$ cat config.mk
export PLATFORM = sky130hd
export DESIGN_NAME = request_path_validator
export DESIGN_NICKNAME = d
export VERILOG_FILES = /design/src/sv/rpv_pkg.sv /design/src/sv/rpv_step.sv /design/src/sv/request_path_validator.sv
export SDC_FILE = /design/constraint.sdc
export NUM_CORES = 1
export LEC_CHECK = 0
export BUFFER_PORTS_ARGS = -buffer_cell sky130_fd_sc_hd__buf_2
export CORE_MARGIN = 10
export CORE_UTILIZATION = 40
export DETAILED_ROUTE_END_ITERATION = 10
export SLEW_MARGIN = 15
export SYNTH_ARGS = -nofsm -noshare
export SYNTH_HDL_FRONTEND = slang
export SYNTH_SLANG_ARGS = --single-unit
$ cat constraint.sdc
create_clock -name aclk -period 3.5 [get_ports aclk]
set_input_delay 0.35 -clock aclk [delete_from_list [all_inputs] [get_ports aclk]]
set_output_delay 0.35 -clock aclk [all_outputs]
set_load 0.005 [all_outputs]
$ cat src/sv/rpv_pkg.sv
// Shared types and constants for the request path validator.
// Used by rpv_step and request_path_validator; no dependencies.
package rpv_pkg;

    localparam int unsigned CountWidth = 17;
    localparam int unsigned MaxLenWidth = 16;

    localparam logic [7:0] CharSlash = 8'h2F;
    localparam logic [7:0] CharDot   = 8'h2E;
    localparam logic [7:0] CharNul   = 8'h00;

    localparam logic [7:0] ContMask  = 8'hC0;
    localparam logic [7:0] ContBits  = 8'h80;
    localparam logic [2:0] Lead2Code = 3'b110;
    localparam logic [3:0] Lead3Code = 4'b1110;
    localparam logic [4:0] Lead4Code = 5'b11110;

    localparam logic [MaxLenWidth-1:0] MaxLenReset = 16'd1024;
    localparam logic [1:0]             SegLenCap   = 2'd3;

    typedef struct packed {
        logic [CountWidth-1:0] byte_count;
        logic [1:0]            segment_length;
        logic                  last_was_dot;
        logic                  second_last_was_dot;
        logic [1:0]            continuations_due;
        logic                  failed;
    } path_state_t;

    localparam path_state_t PathStateClear = '0;

endpackage

$ cat src/sv/rpv_step.sv
// Per-byte next-state and verdict logic of the request path validator.
// Depends on rpv_pkg for the path state type and character constants.
module rpv_step
    import rpv_pkg::*;
(
    input  path_state_t            cur_state,
    input  logic [7:0]             path_byte,
    input  logic                   last_byte,
    input  logic [MaxLenWidth-1:0] max_length,
    output path_state_t            next_state,
    output logic                   path_ok
);

    logic        first;
    logic        is_slash;
    logic        old_dot_seg;
    logic        new_dot_seg;
    logic        fail;
    logic        fail_end;
    path_state_t upd;

    assign first    = (cur_state.byte_count == '0);
    assign is_slash = (path_byte == CharSlash);

    assign old_dot_seg = ((cur_state.segment_length == 2'd1) && cur_state.last_was_dot) ||
                         ((cur_state.segment_length == 2'd2) && cur_state.last_was_dot &&
                          cur_state.second_last_was_dot);

    always_comb begin
        upd  = cur_state;
        fail = cur_state.failed;

        if (first) begin
            if (!is_slash) fail = 1'b1;
            upd.segment_length = 2'd0;
        end else if (is_slash) begin
            if ((cur_state.segment_length == 2'd0) || old_dot_seg) fail = 1'b1;
            upd.segment_length = 2'd0;
            if (last_byte) fail = 1'b1;
        end else begin
            if (path_byte == CharNul) fail = 1'b1;
            if (cur_state.segment_length != SegLenCap) begin
                upd.segment_length = cur_state.segment_length + 2'd1;
            end
        end
        upd.second_last_was_dot = cur_state.last_was_dot;
        upd.last_was_dot        = (path_byte == CharDot);

        if (cur_state.continuations_due != 2'd0) begin
            if ((path_byte & ContMask) != ContBits) fail = 1'b1;
            upd.continuations_due = cur_state.continuations_due - 2'd1;
        end else if (!path_byte[7]) begin
            upd.continuations_due = 2'd0;
        end else if (path_byte[7:5] == Lead2Code) begin
            upd.continuations_due = 2'd1;
        end else if (path_byte[7:4] == Lead3Code) begin
            upd.continuations_due = 2'd2;
        end else if (path_byte[7:3] == Lead4Code) begin
            upd.continuations_due = 2'd3;
        end else begin
            fail = 1'b1;
        end

        if (!cur_state.byte_count[CountWidth-1]) begin
            upd.byte_count = cur_state.byte_count + {{(CountWidth-1){1'b0}}, 1'b1};
        end
        upd.failed = fail;
    end

    assign new_dot_seg = ((upd.segment_length == 2'd1) && upd.last_was_dot) ||
                         ((upd.segment_length == 2'd2) && upd.last_was_dot &&
                          upd.second_last_was_dot);

    always_comb begin
        fail_end = upd.failed;
        if (!first && !is_slash && new_dot_seg) fail_end = 1'b1;
        if (upd.continuations_due != 2'd0) fail_end = 1'b1;
        if (upd.byte_count > {1'b0, max_length}) fail_end = 1'b1;
    end

    assign path_ok    = !fail_end;
    assign next_state = last_byte ? PathStateClear : upd;

endmodule

$ cat src/sv/request_path_validator.sv
// Request path validator: checks path syntax and UTF-8 shape one byte per cycle.
// The verdict appears on m_ in the cycle after the final byte is accepted.
// Throughput: one byte per cycle; the output register stalls input only while a
// verdict waits on m_ready. Reset (synchronous, aresetn low) clears path state,
// drops any pending verdict and sets max_length to 1024. Depends on rpv_pkg, rpv_step.
module request_path_validator
    import rpv_pkg::*;
(
    input  logic                   aclk,
    input  logic                   aresetn,
    input  logic                   cfg_valid,
    output logic                   cfg_ready,
    input  logic [MaxLenWidth-1:0] cfg_max_length,
    input  logic                   s_valid,
    output logic                   s_ready,
    input  logic [7:0]             s_path_byte,
    input  logic                   s_last_byte,
    output logic                   m_valid,
    input  logic                   m_ready,
    output logic                   m_path_ok
);

    path_state_t            state_reg;
    path_state_t            state_next;
    logic [MaxLenWidth-1:0] max_length_reg;
    logic                   m_valid_reg;
    logic                   m_valid_next;
    logic                   m_path_ok_reg;
    logic                   path_ok;
    logic                   s_fire;

    assign cfg_ready = 1'b1;
    assign s_ready   = !m_valid_reg || m_ready;
    assign s_fire    = s_valid && s_ready;

    rpv_step u_step (
        .cur_state  (state_reg),
        .path_byte  (s_path_byte),
        .last_byte  (s_last_byte),
        .max_length (max_length_reg),
        .next_state (state_next),
        .path_ok    (path_ok)
    );

    always_comb begin
        m_valid_next = m_valid_reg;
        if (s_fire && s_last_byte) begin
            m_valid_next = 1'b1;
        end else if (m_ready) begin
            m_valid_next = 1'b0;
        end
    end

    always_ff @(posedge aclk) begin
        if (!aresetn) begin
            state_reg      <= PathStateClear;
            max_length_reg <= MaxLenReset;
            m_valid_reg    <= 1'b0;
        end else begin
            if (s_fire) state_reg <= state_next;
            if (cfg_valid) max_length_reg <= cfg_max_length;
            m_valid_reg <= m_valid_next;
        end
    end

    always_ff @(posedge aclk) begin
        if (s_fire && s_last_byte) m_path_ok_reg <= path_ok;
    end

    assign m_valid   = m_valid_reg;
    assign m_path_ok = m_path_ok_reg;

endmodule

==> qor.txt, run 1 <==
Outcome: finished, final reports clean
Post-CTS resize count: 0
Synth unique cells: 56
# rows: 29
CP required: 3640 ps
Clk slew on worst S/H paths: 80 ps
Yosys synthesis warning count: 0
Asr flop ratio synth: 0%
Top cell type by total area after synthesis: dfxtp_1
Top-area cell type share of the netlist area: 31.05%
Startpoint types: register
CP Class: register to register
Root buffer cell: clkbuf_8
Worst Hold Endpoint: max_length_reg[10]$_SDFFE_PN1P_
Register area share after synthesis: 32.18%
R2r worst-path depth: 11
Synth Instances: 306
Gp weighted congestion: 0.8277
Post-synth EDFFs: 1
Total Routing Usage GR: 12.13%
Switching share of power: 24.78%
Slew headroom: 53.03%
Synthesized area per cell: 8.640 sq um
Max-cap violations: 0
Setup crit end kind: register
Switching power: 251.4 uW
Filler cell count: 642
Seq pwr share: 49.6%
Clk pwr share: 38.1%
First-pass GRT wire length: 10.18 mm
Worst setup margin: 494.9 ps
# diodes: 0
Vias: 2170
Nets: 377
Postcts setup bufs: 0
Worst VDD drop: 0.2072 mV
Comb power frac: 12.3%
R2R Path Start: state_reg[7]$_SDFFE_PN0P_
Max-slew violation count: 0
Dpl hpwl: 4.480 mm
Largest net degree at the start of global routing: 46
Pwr Total: 1.014 mW
Drt first-iter violations: 113
Worst skew pair latency: 300 ps
Post-synthesis cell area: 0.002644 sq mm
Final setup vio count: 0
Flops & latches, synth: 42
Final setup TNS: 0 ps
Initial core utilization: 41.40%
Reg2reg setup slack: 490 ps
Grt ovf: 0
RSZ-0062 raised after global routing: no
H-tree level count: 2
Antenna violations before repair: 0
Max Buffers Root-to-Sink: 2
Worst slack at placement: 528.6 ps
Top cell by count, worst path: ha_1
Synth top cells by count: dfxtp_1 (41), nor2b_1 (25), inv_1 (19)
Hold Path Stages: 3
Hold slack: 259.2 ps
Die area: 0.01026 sq mm
Fmax: 332.8 MHz
Port bufs: 32
WL final: 6.024 mm
Pwr/cell area: 347.4 mW/mm^2
DR DRC count: 0
Slew of the pin with the lowest slew margin: 704.5 ps
WL per Instance: 14.80 um
Crit path cell chain: ha_1 -> and3b_1 -> nor2b_1 -> nand2_1 -> xnor2_1 -> ha_1 -> and4_1 -> nand3_1 -> o32ai_1 -> a21oi_1 -> nor4_2
Final hold vios: 0
Final ANT Viol Nets: 0
Sinks on the clock net: 42
Chip width: 101.3 um
TritonCTS clock tree: yes
Core Box Area: 0.006386 sq mm
Dominant cells by area after synthesis: dfxtp_1 (31%), ha_1 (8.5%), mux2i_1 (6.1%)
CP max-delay cell: dfxtp_1
Reg-to-reg endpoint: m_path_ok$_DFFE_PP_
Internal power: 763.0 uW
Worst Skew: 11.04 ps
Synth Flop Type: dfxtp_1
Minimum clock period: 3005 ps
Arr. time, crit path: 3150 ps
Synth-to-Final Area Change: 10.46%
Delay of the slowest critical-path stage: 440 ps
Min-delay src: cfg_max_length[10]
IO Count: 34
Most numerous cell in the Yosys netlist: dfxtp_1
Largest register FFs: 24
Number of global-route vias before repair: 2027
Drt pass-1 iters: 5
Die H: 101.3 um
Hold Buf Count CTS: 0
DR vias/cell: 5.332
Fin crit share: 85.86%
Hold WC Path Type: primary input to register
Crit Path Max Fanout: 5
Lkg Pwr: 1.266 nW
Ratio of cells with drive above 1 in the final layout: 14.24%
Worst Setup SP: state_reg[7]$_SDFFE_PN0P_
Post-synth net total: 354
Total CTS buffers: 5
## layer usage
metal	vias up	part of all wire (%)	GRT usage, %	wire [um]
met5	-	0	0	0
met4	0	1.6	4.502	95
met3	7	4.7	2.995	284
met2	47	46	18.70	2800
met1	984	47	15.94	2843
li1	1132	-	-	-
## cell usage in the layout, fill, tap and decap left out, types with 12 or more instances in the layout
cell type	instances
dfxtp_1	41
buf_2	32
nor2b_1	25
inv_1	19
nand2_1	18
ha_1	18
nand3_1	16
mux2i_1	16
a21oi_1	15
nor2_1	12
## cells by family after synthesis
logic type / share of synthesized area [%]
simple gates: 25.60
compound gates: 15.71
flops: 32.18
buf+inv: 6.389
fa+ha+maj: 8.519
mux: 6.484
xor+xnor: 4.969
other cells: 0.1418
## how the worst max path moves through the flow
| stage | cells past startpoint | endpoint |
|---|---|---|
| 2_1_floorplan | 11 | m_path_ok$_DFFE_PP_ |
| 3_3_place_gp | 11 | m_path_ok$_DFFE_PP_ |
| 3_5_place_dp | 11 | m_path_ok$_DFFE_PP_ |
| 4_1_cts | 11 | m_path_ok$_DFFE_PP_ |
| 5_1_grt | 11 | m_path_ok$_DFFE_PP_ |
| 6_report | 11 | m_path_ok$_DFFE_PP_ |
## power by group through the flow
stage               Sequential [mW]  Combinational (mW)  Clock, mW
floorplan                     0.512              0.0851          0
global placement              0.514               0.125          0
detailed placement            0.514               0.126          0
CTS                           0.503               0.126      0.398
global route                  0.505               0.143      0.415
finish                        0.503               0.125      0.387
## cell type report
class	count	area [sq um]	share of cell area, %
multi-input combinational	227	1624	55.61
tap	77	96.34	3.299
timing repair buffer	33	167.7	5.741
clock buffer	7	76.32	2.614
sequential	42	850.8	29.13
clock inverter	1	30.03	1.028
inverter	20	75.07	2.571
## stage by stage
| stage | instance area (sq um) | utilization, % | std cells |
|---|---|---|---|
| CTS | 2920 | 45.73 | 407 |
| floorplan | 2644 | - | 306 |
| finish | 2920 | 45.73 | 407 |
| detailed placement | 2814 | 44.06 | 399 |
| global placement | 2814 | 44.06 | 399 |
| global route | 2920 | 45.73 | 407 |
## worst max-delay path, delay by kind of cell (launching register included)
kind / cells / cell delay (ps)
and+or+nand+nor: 6 / 1330
adders and majority gates: 2 / 530
DFF: 1 / 440
AOI/OAI and AO/OA: 2 / 390
xor gates and xnor gates: 1 / 160
No activity file was read; power rests on OpenSTA's default activity.
==> run 2, diff against run 1 <==
--- a/config.mk
+++ b/config.mk
@@ -5,9 +5,11 @@
 export SDC_FILE = /design/constraint.sdc
 export NUM_CORES = 1
 export LEC_CHECK = 0
+export ABC_AREA = 1
 export BUFFER_PORTS_ARGS = -buffer_cell sky130_fd_sc_hd__buf_2
 export CORE_MARGIN = 10
 export CORE_UTILIZATION = 40
+export CTS_BUF_LIST = sky130_fd_sc_hd__clkbuf_8
 export DETAILED_ROUTE_END_ITERATION = 10
 export SLEW_MARGIN = 15
 export SYNTH_ARGS = -nofsm -noshare
==> run 2 against run 1 <==
Flip-flop and latch count is the same. Register-to-register slack improved by 210 ps. Synthesized cell count up 43%. Via count is 25% higher. Clock skew grew 3.1 ps. Cell area up 8.9%. Critical path depth up 4. Highest routed layer unchanged.
==> qor.txt, run 2 <==
Nets: 510 (+35%)
Largest register FFs: 24 (unchanged)
Non-Filler Instances: 559 (+37%)
Hold slack: 265.8 ps (+6.613 ps)
First-pass GRT wire length: 11.81 mm (+16%)
Number of global-route vias before repair: 2552 (+26%)
Max-cap violations: 0 (unchanged)
Sinks on the clock net: 42 (unchanged)
Die area: 0.01091 sq mm (+6.4%)
DR DRC count: 0 (unchanged)
Most numerous cell in the Yosys netlist: nand2_1
Dominant cells by area after synthesis: dfxtp_1 (29%), nand2_1 (13%), inv_1 (8.2%)
Synthesized area per cell: 6.501 sq um (-25%)
Synth Flop Type: dfxtp_1
Post-CTS resize count: 0 (unchanged)
Switching share of power: 25.44% (+0.66 points)
Ratio of cells with drive above 1 in the final layout: 11.45% (-2.8 points)
Synth unique cells: 35 (-38%)
Lkg Pwr: 1.456 nW (+15%)
TritonCTS clock tree: yes
Internal power: 771.6 uW (+1.1%)
Post-synth net total: 487 (+38%)
Post-Place Cells: 551 (+38%)
R2r worst-path depth: 15 (+4)
Hold Buf Count CTS: 0 (unchanged)
Filler cell count: 720 (+12%)
Most frequent cells in the layout: nand2_1 (98), inv_1 (63), nor2_1 (53)
Final setup vio count: 0 (unchanged)
Final Core Density: 46.28% (+0.56 points)
Hold WC Path Type: primary input to register
Max Buffers Root-to-Sink: 2 (unchanged)
Register area share after synthesis: 29.81% (-2.4 points)
Grt ovf: 0 (unchanged)
Chip width: 104.5 um (+3.1%)
Startpoint types: register
Total CTS buffers: 5 (unchanged)
DR vias/cell: 4.866 (-8.7%)
Crit Path Max Fanout: 21 (+16)
Worst VDD drop: 0.1633 mV (-21%)
Crit path cell chain: inv_1 -> nand2_1 -> nor3_1 -> nand2_1 -> nor2_1 -> xor2_1 -> inv_1 -> ha_1 -> nand4_1 -> inv_1 -> nand2_1 -> o211ai_1 -> nand2_1 -> nand3_1 -> a21oi_1
Arr. time, crit path: 2860 ps (-290 ps)
Slew of the pin with the lowest slew margin: 883.9 ps (+179.4 ps)
Post-synth EDFFs: 1 (unchanged)
Yosys synthesis warning count: 0 (unchanged)
Top-area cell type share of the netlist area: 28.76% (-2.3 points)
Commonest non-fill, non-tap cell in the layout: nand2_1
# diodes: 0 (unchanged)
Drt first-iter violations: 133 (+18%)
Worst Hold Endpoint: max_length_reg[10]$_SDFFE_PN1P_
CP max-delay cell: inv_1
Initial core utilization: 41.55% (+0.15 points)
Final hold vios: 0 (unchanged)
Root buffer cell: clkbuf_8
CP required: 3570 ps (-70 ps)
Fmax: 358.2 MHz (+7.6%)
Largest net degree at the start of global routing: 30 (-35%)
Slew headroom: 40.93% (-12 points)
Synth top cells by count: nand2_1 (98), inv_1 (62), nor2_1 (53)
Top cell type by total area after synthesis: dfxtp_1
Gp weighted congestion: 0.9054 (+9.4%)
Clk slew on worst S/H paths: 90 ps (about the same)
Asr flop ratio synth: 0% (unchanged)
Switching power: 263.2 uW (+4.7%)
Delay of the slowest critical-path stage: 480 ps (+40 ps)
Synth-to-Final Area Change: 11.40%
IO Count: 34 (unchanged)
WL final: 7.167 mm (+19%)
Max-slew violation count: 0 (unchanged)
Comb power frac: 12.4% (about the same)
Flops & latches, synth: 42 (unchanged)
Reg2reg setup slack: 710 ps (+210 ps)
Worst skew pair latency: 310 ps (about the same)
Vias: 2720 (+25%)
Port bufs: 32 (unchanged)
Clk pwr share: 39.1% (+1.0 points)
Drt pass-1 iters: 4 (-1)
Min-delay src: cfg_max_length[10]
CP Class: register to register
# rows: 30 (+3.4%)
Reg-to-reg endpoint: m_path_ok$_DFFE_PP_
Hold Path Stages: 3 (unchanged)
RSZ-0062 raised after global routing: no
Outcome: finished, final reports clean
H-tree level count: 2 (unchanged)
Top cell by count, worst path: nand2_1
Dpl hpwl: 5.482 mm (+22%)
Minimum clock period: 2792 ps (-213.4 ps)
Total Routing Usage GR: 12.80% (+0.68 points)
R2R Path Start: state_reg[23]$_SDFFE_PN0P_
Final ANT Viol Nets: 0 (unchanged)
Worst Setup SP: state_reg[23]$_SDFFE_PN0P_
Synth Instances: 439 (+43%)
Die H: 104.5 um (+3.1%)
Pwr/cell area: 325.5 mW/mm^2 (-6.3%)
Antenna violations before repair: 0 (unchanged)
Core Box Area: 0.006869 sq mm (+7.6%)
Fin crit share: 79.76% (-6.1 points)
Seq pwr share: 48.5% (-1.1 points)
WL per Instance: 12.82 um (-13%)
Post-synthesis cell area: 0.002854 sq mm (+8.0%)
Worst Skew: 14.18 ps (+3.135 ps)
Postcts setup bufs: 0 (unchanged)
Setup crit end kind: register
Final setup TNS: 0 ps (unchanged)
[run 2: changes by cell type after synthesis, sizes merged, moves of 7 or more]
cell	previous run	this run
nand2	19	103
nor2	13	56
a21oi	15	47
xnor2	8	1
a21boi	9	1
nand4	5	14
mux2i	16	0
o21ai	11	21
inv	20	62
nor2b	25	0
[run 2: metrics by stage]
| stage | instance area, sq um | worst slack, ps | total power, mW |
|---|---|---|---|
| 2_1_floorplan | 2854 | 1291 | 0.5969 |
| 3_3_place_gp | 3063 | 912.0 | 0.6384 |
| 3_5_place_dp | 3063 | 798.0 | 0.6413 |
| 4_1_cts | 3179 | 737.0 | 1.049 |
| 5_1_grt | 3179 | 489.4 | 1.089 |
| 6_report | 3179 | 708.3 | 1.035 |
[run 2: area by class of cell]
cell class / count / area (sq um) / area share (%)
multi-input combinational: 318 / 1692 / 53.21
sequential: 42 / 850.8 / 26.76
clock buffer: 6 / 82.58 / 2.597
timing repair buffer: 33 / 167.7 / 5.274
inverter: 62 / 232.7 / 7.320
clock inverter: 2 / 33.78 / 1.063
tap: 96 / 120.1 / 3.778
[run 2: routing by layer]
layer	global-route usage [%]	vias up	wire length, um
met5	0	-	0
met4	3.777	0	112
met3	2.664	9	285
met1	16.78	1199	3564
met2	20.46	50	3203
li1	-	1462	-
[run 2: cell families after synthesis]
logic type                 synth area share [%]
other                                    0.1314
buffers and inverters                     10.92
adders and majority gates                 7.891
DFF                                       29.81
and+or+nand+nor                           31.13
xor gates and xnor gates                  3.946
AOI/OAI and AO/OA                         16.18
[run 2: worst max path at each step]
stage | slack, ps | cells past startpoint | endpoint
2_1_floorplan | 1290 | 14 | m_path_ok$_DFFE_PP_
3_5_place_dp | 800 | 15 | m_path_ok$_DFFE_PP_
4_1_cts | 740 | 15 | m_path_ok$_DFFE_PP_
5_1_grt | 490 | 15 | m_path_ok$_DFFE_PP_
3_3_place_gp | 910 | 15 | m_path_ok$_DFFE_PP_
6_report | 710 | 15 | m_path_ok$_DFFE_PP_
[run 2: power groups by stage]
stage / combinational (mW) / sequential, mW / clock (mW)
3_5_place_dp: 0.128 / 0.513 / 0
6_report: 0.128 / 0.502 / 0.405
3_3_place_gp: 0.126 / 0.513 / 0
4_1_cts: 0.129 / 0.502 / 0.419
2_1_floorplan: 0.0853 / 0.512 / 0
5_1_grt: 0.148 / 0.504 / 0.437
[run 2: critical path: cells and delay by family (launching register included)]
kind | cells | cell delay (ps)
AO/OA/AOI/OAI | 2 | 140
XOR/XNOR | 1 | 160
adder cells (fa/ha/maj) | 1 | 310
buffers and inverters | 3 | 630
flip-flops | 1 | 390
AND/OR/NAND/NOR | 8 | 930
==> run 3, diff against run 2 <==
--- a/config.mk
+++ b/config.mk
@@ -5,7 +5,7 @@
 export SDC_FILE = /design/constraint.sdc
 export NUM_CORES = 1
 export LEC_CHECK = 0
-export ABC_AREA = 1
+export ABC_AREA = 0
 export BUFFER_PORTS_ARGS = -buffer_cell sky130_fd_sc_hd__buf_2
 export CORE_MARGIN = 10
 export CORE_UTILIZATION = 40
==> constraint.sdc (replaced) <==
create_clock -name aclk -period 2.45 [get_ports aclk]
set_input_delay 0.245 -clock aclk [delete_from_list [all_inputs] [get_ports aclk]]
set_output_delay 0.245 -clock aclk [all_outputs]
set_load 0.005 [all_outputs]
==> run 3 against run 2 <==
The flow now finishes with violations (negative setup slack). Power rose by 31%. Fmax rose by 13%. Core utilization rose by 4.1 points. Combinational power rose by 58%. Routed wire length fell by 11%.
==> qor.txt, run 3 (synthesis gave the netlist of run 1 again) <==
Outcome: finished with violations
Failing checks: negative setup slack
Drt first-iter violations: 137 (+3.0%)
Fin crit share: 100.7% (+21 points)
Antenna violations before repair: 0 (unchanged)
Largest register FFs: 24 (unchanged)
Max-cap violations: 0 (unchanged)
Post-route cell area: 0.003218 sq mm (+1.2%)
DR vias/cell: 5.319 (+9.3%)
Final setup TNS: -16.77 ps (-16.77 ps)
R2R Path Start: state_reg[9]$_SDFFE_PN0P_
Filler cell count: 618 (-14%)
Most frequent cells in the layout: dfxtp_1 (39), buf_2 (32), buf_4 (29)
Dpl hpwl: 4.746 mm (-13%)
Fmax: 405.4 MHz (+13%)
WL per Instance: 14.71 um (+15%)
Final setup vio count: 1 (+1)
Synth-to-Final Area Change: 21.72%
TritonCTS clock tree: yes
Worst VDD drop: 0.3015 mV (+85%)
CP Class: register to register
Minimum clock period: 2467 ps (-325.0 ps)
Pwr Total: 1.356 mW (+31%)
Port bufs: 32 (unchanged)
Worst setup margin: -16.77 ps (-725.0 ps)
WL final: 6.412 mm (-11%)
Worst Skew: 3.733 ps (-10.45 ps)
Arr. time, crit path: 2610 ps (-250 ps)
First-pass GRT wire length: 10.54 mm (-11%)
RSZ-0062 raised after global routing: yes
Hold WC Path Type: primary input to register
Die H: 101.3 um (-3.0%)
Total Routing Usage GR: 12.59% (-0.22 points)
R2r worst-path depth: 10 (-5)
Grt ovf: 0 (unchanged)
Min-delay src: cfg_max_length[10]
Die area: 0.01026 sq mm (-6.0%)
Pwr/cell area: 421.3 mW/mm^2 (+29%)
Lkg Pwr: 1.461 nW (+0.34%)
IO Count: 34 (unchanged)
Slew headroom: 50.76% (+9.8 points)
Clk slew on worst S/H paths: 80 ps (about the same)
Placement-stage cell area: 0.003009 sq mm (-1.8%)
Final Core Density: 50.39% (+4.1 points)
Largest net degree at the start of global routing: 46 (+53%)
Final ANT Viol Nets: 0 (unchanged)
# diodes: 0 (unchanged)
Worst skew pair latency: 300 ps (about the same)
Vias: 2319 (-15%)
CP required: 2590 ps (-980 ps)
Nets: 406 (-20%)
Max-slew violation count: 0 (unchanged)
Worst slack at placement: -69.95 ps (-868.0 ps)
Hold Path Stages: 3 (unchanged)
Total CTS buffers: 5 (unchanged)
Sinks on the clock net: 42 (unchanged)
Core Box Area: 0.006386 sq mm (-7.0%)
Worst Hold Endpoint: max_length_reg[10]$_SDFFE_PN1P_
Setup crit end kind: register
# rows: 29 (-3.3%)
Startpoint types: register
Root buffer cell: clkbuf_8
Slew of the pin with the lowest slew margin: 735.8 ps (-148.1 ps)
Commonest non-fill, non-tap cell in the layout: dfxtp_1
Max Buffers Root-to-Sink: 2 (unchanged)
Initial core utilization: 41.40% (-0.15 points)
Ratio of cells with drive above 1 in the final layout: 25.91% (+14 points)
Gp weighted congestion: 0.8194 (-9.5%)
DR DRC count: 0 (unchanged)
Number of global-route vias before repair: 2250 (-12%)
Reg-to-reg endpoint: m_path_ok$_DFFE_PP_
Crit Path Max Fanout: 4 (-81%)
Final hold vios: 0 (unchanged)
H-tree level count: 2 (unchanged)
Chip width: 101.3 um (-3.0%)
Drt pass-1 iters: 4 (unchanged)
Reg2reg setup slack: -20 ps (-730 ps)
## run 3: cell types whose count changed in the layout (fill, tap and decap cells not counted), sizes merged, moves of 7 or more
cell,before,now
xnor2,1,8
a21boi,1,9
o21ai,21,11
inv,63,23
mux2i,0,16
buf,33,62
nor2b,0,25
nand2,103,19
nor2,56,13
a21oi,47,15
nand4,14,5
## run 3: worst max-delay path: stages, from the launching register on
cell and delay [ps]:
dfxtp_1 450, and3b_2 250, nor2b_4 200, nand2_2 90, xnor2_2 140, ha_1 300, and4_4 240, nand3_4 70
o32ai_2 240, a21oi_1 70, nor4_2 250
## run 3: timing repair
item | in CTS | in global routing
hold buffers | 0 | 0
endpoints found under the setup margin | 1 | 1
gates resized for setup | 5 | 13
pin swaps | 8 | 15
setup buffers | 1 | 4
## run 3: how the worst max path moves through the flow
stage	from	end	slack (ps)	cells past startpoint
floorplan	state_reg[7]$_SDFFE_PN0P_	m_path_ok$_DFFE_PP_	20	11
global placement	state_reg[7]$_SDFFE_PN0P_	m_path_ok$_DFFE_PP_	2	11
detailed placement	state_reg[7]$_SDFFE_PN0P_	m_path_ok$_DFFE_PP_	-70	11
CTS	state_reg[7]$_SDFFE_PN0P_	m_path_ok$_DFFE_PP_	7	12
global route	state_reg[8]$_SDFFE_PN0P_	m_path_ok$_DFFE_PP_	-210	11
finish	state_reg[9]$_SDFFE_PN0P_	m_path_ok$_DFFE_PP_	-20	10
## run 3: layout make-up
type | instances | area, sq um | share of cell area, %
Clock buffer | 5 | 68.82 | 2.138
Tap cell | 77 | 96.34 | 2.994
Clock inverter | 3 | 11.26 | 0.3499
Multi-Input combinational cell | 227 | 1724 | 53.58
Inverter | 20 | 75.07 | 2.333
Sequential cell | 42 | 853.3 | 26.52
Timing Repair Buffer | 62 | 389.1 | 12.09
## run 3: per-layer routing
metal,part of all wire (%),GRT usage (%),vias to the layer above,wire (um)
li1,-,-,1197,-
met1,46,16.02,1057,2943
met2,47,19.43,57,2990
met3,5.8,4.084,8,371
met4,1.7,4.502,0,106
met5,0,0,-,0
## run 3: per-stage QoR
step | cells | hold slack (ps)
after CTS | 432 | 157.2
after global routing | 436 | 187.5
after detailed placement | 423 | 461.6
after global placement | 423 | 454.8
after floorplan | 306 | 375.4
final | 436 | 163.5
## run 3: where the power goes
part,switching (mW),total (mW),internal [mW],leakage [nW]
registers,0.0114,0.717,0.706,0.345
clock network,0.245,0.436,0.191,0.0519
logic,0.110,0.202,0.0929,1.06
